<file path="config.mk">
export PLATFORM = sky130hd
export DESIGN_NAME = double_ended_queue_core_flat
export DESIGN_NICKNAME = d
export VERILOG_FILES = /design/src/hw/rtl/deq_pkg.sv /design/src/hw/rtl/deq_if.sv /design/src/hw/rtl/double_ended_queue_core.sv /design/src/flat_wrapper.sv
export SDC_FILE = /design/constraint.sdc
export NUM_CORES = 2
export LEC_CHECK = 0
export BUFFER_PORTS_ARGS = -buffer_cell sky130_fd_sc_hd__buf_2
export CAP_MARGIN = 30
export CORE_UTILIZATION = 58
export DETAILED_ROUTE_END_ITERATION = 10
export PLACE_DENSITY = 0.74
export SLEW_MARGIN = 30
export SYNTH_ARGS = -nofsm -noshare
export SYNTH_HDL_FRONTEND = slang
export SYNTH_SLANG_ARGS = --single-unit
export TNS_END_PERCENT = 100
</file>
<file path="constraint.sdc">
create_clock -name i_clk -period 7.2 [get_ports i_clk]
set_clock_uncertainty 0.15 [all_clocks]
set_input_delay 0.36 -clock i_clk [delete_from_list [all_inputs] [get_ports i_clk]]
set_output_delay 0.36 -clock i_clk [all_outputs]
set_load 0.01 [all_outputs]
</file>
<file path="src/hw/rtl/deq_pkg.sv">
`timescale 1ns / 1ps

package deq_pkg;

    // Payload widths fixed by the transaction format.
    localparam int DATA_W    = 32;
    localparam int OP_W      = 3;
    localparam int STATUS_W  = 2;

    // Default number of entries in the circular store.
    localparam int DEPTH_DEF = 64;

    // Operation codes carried by a request transaction.
    typedef enum logic [OP_W-1:0] {
        OP_CLEAR      = 3'd0,
        OP_PUSH_FRONT = 3'd1,
        OP_PUSH_BACK  = 3'd2,
        OP_DUMP       = 3'd3,
        OP_POP_FRONT  = 3'd4,
        OP_POP_BACK   = 3'd5
    } t_op;

    // Status codes carried by a response transaction.
    typedef enum logic [STATUS_W-1:0] {
        ST_OK    = 2'd0,
        ST_EMPTY = 2'd1,
        ST_FULL  = 2'd2
    } t_status;

endpackage

</file>
<file path="src/hw/rtl/deq_if.sv">
`timescale 1ns / 1ps

// Request channel: one operation and the value to push.
interface deq_in_if;
    import deq_pkg::*;

    logic                     valid;
    logic                     ready;
    logic [OP_W-1:0]          op;
    logic signed [DATA_W-1:0] value_in;

    modport source (output valid, output op, output value_in, input ready);
    modport sink   (input valid, input op, input value_in, output ready);
endinterface

// Response channel: popped or dumped element with status and run marker.
interface deq_out_if;
    import deq_pkg::*;

    logic                     valid;
    logic                     ready;
    logic signed [DATA_W-1:0] value_out;
    logic [STATUS_W-1:0]      status;
    logic                     last;

    modport source (output valid, output value_out, output status, output last, input ready);
    modport sink   (input valid, input value_out, input status, input last, output ready);
endinterface

</file>
<file path="src/hw/rtl/double_ended_queue_core.sv">
`timescale 1ns / 1ps

// Bounded double-ended queue of signed 32-bit values kept in a circular
// store of DEPTH entries in a synchronous memory. Each request transaction
// carries an operation: clear, push front, push back, dump, pop front or
// pop back. Clear and accepted pushes give no response. A push to a full
// queue is dropped and answered with a full status; a pop from an empty
// queue is answered with an empty status and a zero value. A pop issues its
// memory read, and the element passes from the memory's read register into
// the response register. A dump of N elements gives N responses front to
// back, the final one marked by last; the single memory read port delivers
// one element per cycle while the receiver does not stall. One request is
// worked on at a time, and a request is taken only when the response
// register is free or being emptied in the same cycle. The store needs no
// clearing after reset; entries are only read after a push has written them.
module double_ended_queue_core #(
    parameter int DEPTH = deq_pkg::DEPTH_DEF
) (
    input  logic       i_clk,
    input  logic       i_rst_n,
    deq_in_if.sink     i_req,
    deq_out_if.source  o_rsp
);
    import deq_pkg::*;

    localparam int PTR_W = $clog2(DEPTH);
    localparam int CNT_W = $clog2(DEPTH + 1);

    typedef enum logic [1:0] {
        S_IDLE,
        S_POP,
        S_DUMP
    } t_state;

    // Control and response registers.
    t_state                   r_state,     n_state;
    logic [PTR_W-1:0]         r_front,     n_front;
    logic [CNT_W-1:0]         r_count,     n_count;
    logic [CNT_W-1:0]         r_idx,       n_idx;
    logic                     r_o_valid,   n_o_valid;
    logic signed [DATA_W-1:0] r_o_value,   n_o_value;
    t_status                  r_o_status,  n_o_status;
    logic                     r_o_last,    n_o_last;

    // Memory and its ports.
    logic signed [DATA_W-1:0] r_mem [DEPTH];
    logic signed [DATA_W-1:0] r_rd_data;
    logic                     wr_en;
    logic [PTR_W-1:0]         wr_addr;
    logic                     rd_en;
    logic [CNT_W-1:0]         rd_off;
    logic [PTR_W-1:0]         rd_addr;

    logic                     out_free;
    logic                     accept;
    logic                     full;
    logic                     empty;
    logic                     dump_last;

    // Position of the element that lies off places behind the front.
    function automatic logic [PTR_W-1:0] f_slot(input logic [PTR_W-1:0] base,
                                                input logic [CNT_W-1:0] off);
        logic [PTR_W:0] sum;
        sum = {1'b0, base} + {1'b0, off[PTR_W-1:0]};
        if (sum >= (PTR_W+1)'(DEPTH)) begin
            sum = sum - (PTR_W+1)'(DEPTH);
        end
        return sum[PTR_W-1:0];
    endfunction

    // Handshake and queue status.
    assign out_free    = !r_o_valid || o_rsp.ready;
    assign i_req.ready = (r_state == S_IDLE) && out_free;
    assign accept      = i_req.valid && i_req.ready;
    assign full        = (r_count == CNT_W'(DEPTH));
    assign empty       = (r_count == '0);
    assign dump_last   = (r_idx == CNT_W'(r_count - CNT_W'(1)));
    assign rd_addr     = f_slot(r_front, rd_off);

    assign o_rsp.valid     = r_o_valid;
    assign o_rsp.value_out = r_o_value;
    assign o_rsp.status    = r_o_status;
    assign o_rsp.last      = r_o_last;

    // Next-state logic for the operation sequencer.
    always_comb begin
        n_state    = r_state;
        n_front    = r_front;
        n_count    = r_count;
        n_idx      = r_idx;
        n_o_valid  = r_o_valid && !o_rsp.ready;
        n_o_value  = r_o_value;
        n_o_status = r_o_status;
        n_o_last   = r_o_last;
        wr_en      = 1'b0;
        wr_addr    = r_front;
        rd_en      = 1'b0;
        rd_off     = '0;

        unique case (r_state)
            S_IDLE: begin
                if (accept) begin
                    unique case (t_op'(i_req.op))
                        OP_CLEAR: begin
                            n_front = '0;
                            n_count = '0;
                        end
                        OP_PUSH_FRONT, OP_PUSH_BACK: begin
                            if (full) begin
                                n_o_valid  = 1'b1;
                                n_o_value  = '0;
                                n_o_status = ST_FULL;
                                n_o_last   = 1'b1;
                            end else begin
                                wr_en   = 1'b1;
                                n_count = CNT_W'(r_count + CNT_W'(1));
                                if (t_op'(i_req.op) == OP_PUSH_FRONT) begin
                                    n_front = (r_front == '0) ? PTR_W'(DEPTH - 1)
                                                              : PTR_W'(r_front - PTR_W'(1));
                                    wr_addr = n_front;
                                end else begin
                                    wr_addr = f_slot(r_front, r_count);
                                end
                            end
                        end
                        OP_DUMP: begin
                            if (!empty) begin
                                rd_en   = 1'b1;
                                rd_off  = '0;
                                n_idx   = '0;
                                n_state = S_DUMP;
                            end
                        end
                        OP_POP_FRONT, OP_POP_BACK: begin
                            if (empty) begin
                                n_o_valid  = 1'b1;
                                n_o_value  = '0;
                                n_o_status = ST_EMPTY;
                                n_o_last   = 1'b1;
                            end else begin
                                rd_en   = 1'b1;
                                n_count = CNT_W'(r_count - CNT_W'(1));
                                n_state = S_POP;
                                if (t_op'(i_req.op) == OP_POP_FRONT) begin
                                    rd_off  = '0;
                                    n_front = (r_front == PTR_W'(DEPTH - 1)) ? '0
                                                : PTR_W'(r_front + PTR_W'(1));
                                end else begin
                                    rd_off = CNT_W'(r_count - CNT_W'(1));
                                end
                            end
                        end
                        default: begin
                        end
                    endcase
                end
            end
            S_POP: begin
                if (out_free) begin
                    n_o_valid  = 1'b1;
                    n_o_value  = r_rd_data;
                    n_o_status = ST_OK;
                    n_o_last   = 1'b1;
                    n_state    = S_IDLE;
                end
            end
            S_DUMP: begin
                // The read data always belongs to the element at r_idx.
                if (out_free) begin
                    n_o_valid  = 1'b1;
                    n_o_value  = r_rd_data;
                    n_o_status = ST_OK;
                    n_o_last   = dump_last;
                    if (dump_last) begin
                        n_state = S_IDLE;
                    end else begin
                        rd_en  = 1'b1;
                        rd_off = CNT_W'(r_idx + CNT_W'(1));
                        n_idx  = CNT_W'(r_idx + CNT_W'(1));
                    end
                end
            end
            default: begin
                n_state = S_IDLE;
            end
        endcase
    end

    // State and registered response.
    always_ff @(posedge i_clk) begin
        if (!i_rst_n) begin
            r_state   <= S_IDLE;
            r_front   <= '0;
            r_count   <= '0;
            r_o_valid <= 1'b0;
        end else begin
            r_state    <= n_state;
            r_front    <= n_front;
            r_count    <= n_count;
            r_o_valid  <= n_o_valid;
            r_idx      <= n_idx;
            r_o_value  <= n_o_value;
            r_o_status <= n_o_status;
            r_o_last   <= n_o_last;
        end
    end

    // Element store with one write port and one registered read port.
    always_ff @(posedge i_clk) begin
        if (wr_en) begin
            r_mem[wr_addr] <= i_req.value_in;
        end
        if (rd_en) begin
            r_rd_data <= r_mem[rd_addr];
        end
    end

endmodule

</file>
<file path="src/flat_wrapper.sv">
// flat-port wrapper written by rule: the top's interface ports become plain ports
module double_ended_queue_core_flat import deq_pkg::*;
#(
    parameter int DEPTH = deq_pkg::DEPTH_DEF
)
  (i_clk, i_rst_n, i_req_valid, i_req_op, i_req_value_in, i_req_ready, o_rsp_valid, o_rsp_value_out, o_rsp_status, o_rsp_last, o_rsp_ready);
  deq_in_if i_req_i ();
  deq_out_if o_rsp_i ();
  input  logic i_clk;
  input  logic i_rst_n;
  input wire logic [$bits(i_req_i.valid)-1:0] i_req_valid;
  input wire logic [$bits(i_req_i.op)-1:0] i_req_op;
  input wire logic [$bits(i_req_i.value_in)-1:0] i_req_value_in;
  output wire logic [$bits(i_req_i.ready)-1:0] i_req_ready;
  output wire logic [$bits(o_rsp_i.valid)-1:0] o_rsp_valid;
  output wire logic [$bits(o_rsp_i.value_out)-1:0] o_rsp_value_out;
  output wire logic [$bits(o_rsp_i.status)-1:0] o_rsp_status;
  output wire logic [$bits(o_rsp_i.last)-1:0] o_rsp_last;
  input wire logic [$bits(o_rsp_i.ready)-1:0] o_rsp_ready;
  assign i_req_i.valid = i_req_valid;
  assign i_req_i.op = i_req_op;
  assign i_req_i.value_in = i_req_value_in;
  assign i_req_ready = i_req_i.ready;
  assign o_rsp_valid = o_rsp_i.valid;
  assign o_rsp_value_out = o_rsp_i.value_out;
  assign o_rsp_status = o_rsp_i.status;
  assign o_rsp_last = o_rsp_i.last;
  assign o_rsp_i.ready = o_rsp_ready;
  double_ended_queue_core #(.DEPTH(DEPTH)) u_core (.i_clk(i_clk), .i_rst_n(i_rst_n), .i_req(i_req_i), .o_rsp(o_rsp_i));
endmodule
</file>
==> results.toml <==
[run_status]
outcome = "finished clean"

[logic_synthesis]
ys_dominant_reg_cell = "edfxtp_1"
synthXorXnorAreaFrac_pct = 0.222
synth_fa_ha_area_share_pct = 0.366
syn_area_per_cell_um2 = 23.9
synth.net_count = 3531
synth.ff_latch_count = 2138
muxShareOfSynthArea_pct = 18.7
synth-edff-count = 2122
synth_compound_area_share_pct = 0.912
synth_top_family_by_area = "multiplexers"
syn-cell-area_um2 = 82800
yosys.area_share.simple_pct = 1.48
yosysSeqAreaShare_pct = 77.4
yosysWarnings = 0
yosysUniqueCellTypes = 72
syn_inst = 3469
async_flop_share_pct = 0

[floorplanning]
fp.dieH_um = 380
dieArea_um2 = 144000
die_x_um = 380
core_um2 = 142000
initial_core_util_pct = 58.5
ioPinCount = 76
rows = 138

[worst_setup_path]
worst-setup-path-type = "reg -> reg"
required_ns = 7.59
crit_start = "u_core.r_count[0]"
cp_max_fo = 69
crit_arrival_ns = 7.26
endpoint = "u_core.r_rd_data[11]"
startpoint_type = "flop"
setup.worst_path.end_class = "flop"
r2r_start = "u_core.r_count[0]"
r2r_end = "u_core.r_rd_data[11]"
worstRegToRegCells = 17
r2r_setup_slack_ns = 0.33

[clock_network]
post_cts_resized = 0
clk_latency_ns = 0.85
clock_path_buffers = 3
root_buffer = "clkbuf_16"
cts_tree = "done"
post-cts-setup-buffers = 0
cts_sinks = 2138
cts_buffers = 203
htree_num_levels = 4
clkSlewWorstSetupHoldPaths_ns = 0.06

[layout]
drive_above_1_share_pct = 32.0
layout_common_cells = "2122 x edfxtp_1, 640 x mux4_2, 205 x clkbuf_16"
layout_commonest_cell = "edfxtp_1"
syn2layout_area_growth_pct = 13.8
nNetsFinal = 3823
fin_area_um2 = 94200

[power_and_ir_drop]
p_leak_nw = 29.3
vdd_ir_drop_max_uv = 237
design_power_total_w = 0.0278
p_per_area_nw_per_um2 = 295

[sta]
fmax_mhz = 146
finalSetupViolCount = 0
whs_ns = 0.172
tightestPinTransition_ns = 1.08
rsz0062_at_grt = "false"
hold_viol_final = 0
fin_tns_setup_ns = 0
layout_min_cycle_time_ns = 6.87
relSlewSlack_pct = 27.6
drv_slew = 0
fin_crit_sh_pct = 95.4

[detailed_routing]
ant_nets = 0
drc = 0
drt_iter0_markers = 5995
drt_wl_total_um = 202000
firstDrtPassIters = 6
routedWlPerCell_um = 34.8
vias = 39700
viasPerCell = 6.82

[global_routing]
grt-ovfl-total = 0
first_global_vias = 39300
grt_pass1_wl_um = 288000
grt.total_usage_pct = 28.5
grt_max_degree = 74
antenna_found_initial = 8

[hold_path]
holdCritPathClass = "in -> reg"

[place]
gp_congestion = 0.856
place_area_um2 = 87000
io_buffers = 75
dp_hpwl_um = 110000

[run]
maxCapViolations = 0
metrics by stage:
| step | cells | setup WS (ns) | utilization, % |
|---|---|---|---|
| 6_report | 5820 | 0.334 | 66.5 |
| 5_1_grt | 5819 | 0.198 | 66.5 |
| 4_1_cts | 5792 | 0.330 | 66.2 |
| 3_5_place_dp | 5400 | 0.428 | 61.4 |
| 3_3_place_gp | 5387 | 0.450 | 61.2 |
| 2_1_floorplan | 3469 | 2.17 | - |
sequential cells by signal (all words and copies together), names as in the netlist:
signal / count
u_core.o_rsp.last: 1
u_core.o_rsp.status: 2
u_core.o_rsp.valid: 1
u_core.o_rsp.value_out: 32
u_core.r_count: 7
u_core.r_front: 6
u_core.r_idx: 7
u_core.r_mem: 2048
u_core.r_rd_data: 32
u_core.r_state: 2
routing by layer:
metal  part of all wire [%]  GRT usage (%)  wire (µm)  vias up
li1                       -              -          -    15500
met1                     37           41.0      75700    21100
met2                     48           44.4      97400     2664
met3                     11           5.55      22300      365
met4                    3.4           9.76       6930        4
met5                  0.022              0         45        -
report_power, final:
part	internal (W)	switching (W)	total, W
logic	0.00149	0.00174	0.00323
registers	0.0138	0.0000901	0.0139
clock network	0.00602	0.00463	0.0107
total	0.0213	0.00645	0.0278
area by class of cell:
cell class / instances / area [µm²]
well taps: 1890 / 2360
multi-input cells: 1134 / 18500
fillers: 8473 / 47400
flip-flops and latches: 2138 / 64000
repair buffers: 267 / 2640
inverters: 17 / 63.8
diodes: 1 / 2.50
clock inverters: 129 / 1320
clock buffers: 244 / 5310
cells by family (layout without fill, tap and decap cells):
logic type | after synthesis | count (layout)
other cells | 0 | 1
simple gates | 238 | 238
fa+ha+maj | 23 | 23
mux | 743 | 743
flops | 2138 | 2138
compound gates | 109 | 109
xor+xnor | 21 | 21
buf+inv | 197 | 657
synthesized netlist by cell type (6+ instances only):
| library cell | number | share of area [%] |
|---|---|---|
| a211oi_1 | 7 | 0.063 |
| nor2b_1 | 10 | 0.076 |
| nand2_1 | 19 | 0.086 |
| dfxtp_1 | 16 | 0.39 |
| o32ai_1 | 6 | 0.063 |
| a21oi_1 | 24 | 0.15 |
| nor3_1 | 6 | 0.036 |
| o21ai_0 | 22 | 0.13 |
| or3_1 | 8 | 0.060 |
| buf_1 | 45 | 0.20 |
| inv_1 | 17 | 0.077 |
| nand2b_1 | 6 | 0.045 |
| and3_1 | 6 | 0.045 |
| mux4_2 | 640 | 17 |
| nand3_1 | 24 | 0.15 |
| ha_1 | 21 | 0.32 |
| xnor2_1 | 13 | 0.14 |
| and2_1 | 35 | 0.26 |
| edfxtp_1 | 2122 | 77 |
| xor2_1 | 8 | 0.085 |
| mux2i_1 | 101 | 1.2 |
| nor2_1 | 97 | 0.44 |
| clkbuf_1 | 116 | 0.53 |
| buf_2 | 9 | 0.054 |
worst max-delay path: stages (launching register included):
cell and delay, ns:
dfxtp_1 0.54, inv_1 0.11, ha_1 0.28, nor3b_2 0.22
xnor2_1 0.27, a2111oi_4 0.13, o2111ai_4 0.15, nand2_1 0.26
o32ai_1 0.42, ha_4 0.20, inv_1 0.06, fa_4 1.10
buf_12 0.37, buf_12 0.42, mux4_2 0.38, mux4_2 0.47
mux2i_1 0.72, mux2i_1 0.20
how the worst min path moves through the flow:
stage / cells after the start / slack [ns] / to / startpoint
2_1_floorplan: 0 / 0.31 / u_core.r_mem[0][0] / i_req_value_in[0]
3_3_place_gp: 2 / 0.36 / u_core.r_state[0] / u_core.r_state[0]
3_5_place_dp: 1 / 0.37 / u_core.o_rsp.value_out[26] / u_core.r_rd_data[26]
4_1_cts: 1 / 0.08 / u_core.r_mem[9][13] / i_req_value_in[13]
5_1_grt: 5 / 0.19 / u_core.o_rsp.last / o_rsp_ready
6_report: 3 / 0.17 / u_core.o_rsp.value_out[12] / o_rsp_ready
timing repair:
item,CTS,global route
endpoints found under the setup margin,0,0
hold endpoints to repair,808,1216
hold buffers,19,19
No activity file was read; power rests on OpenSTA's default activity.
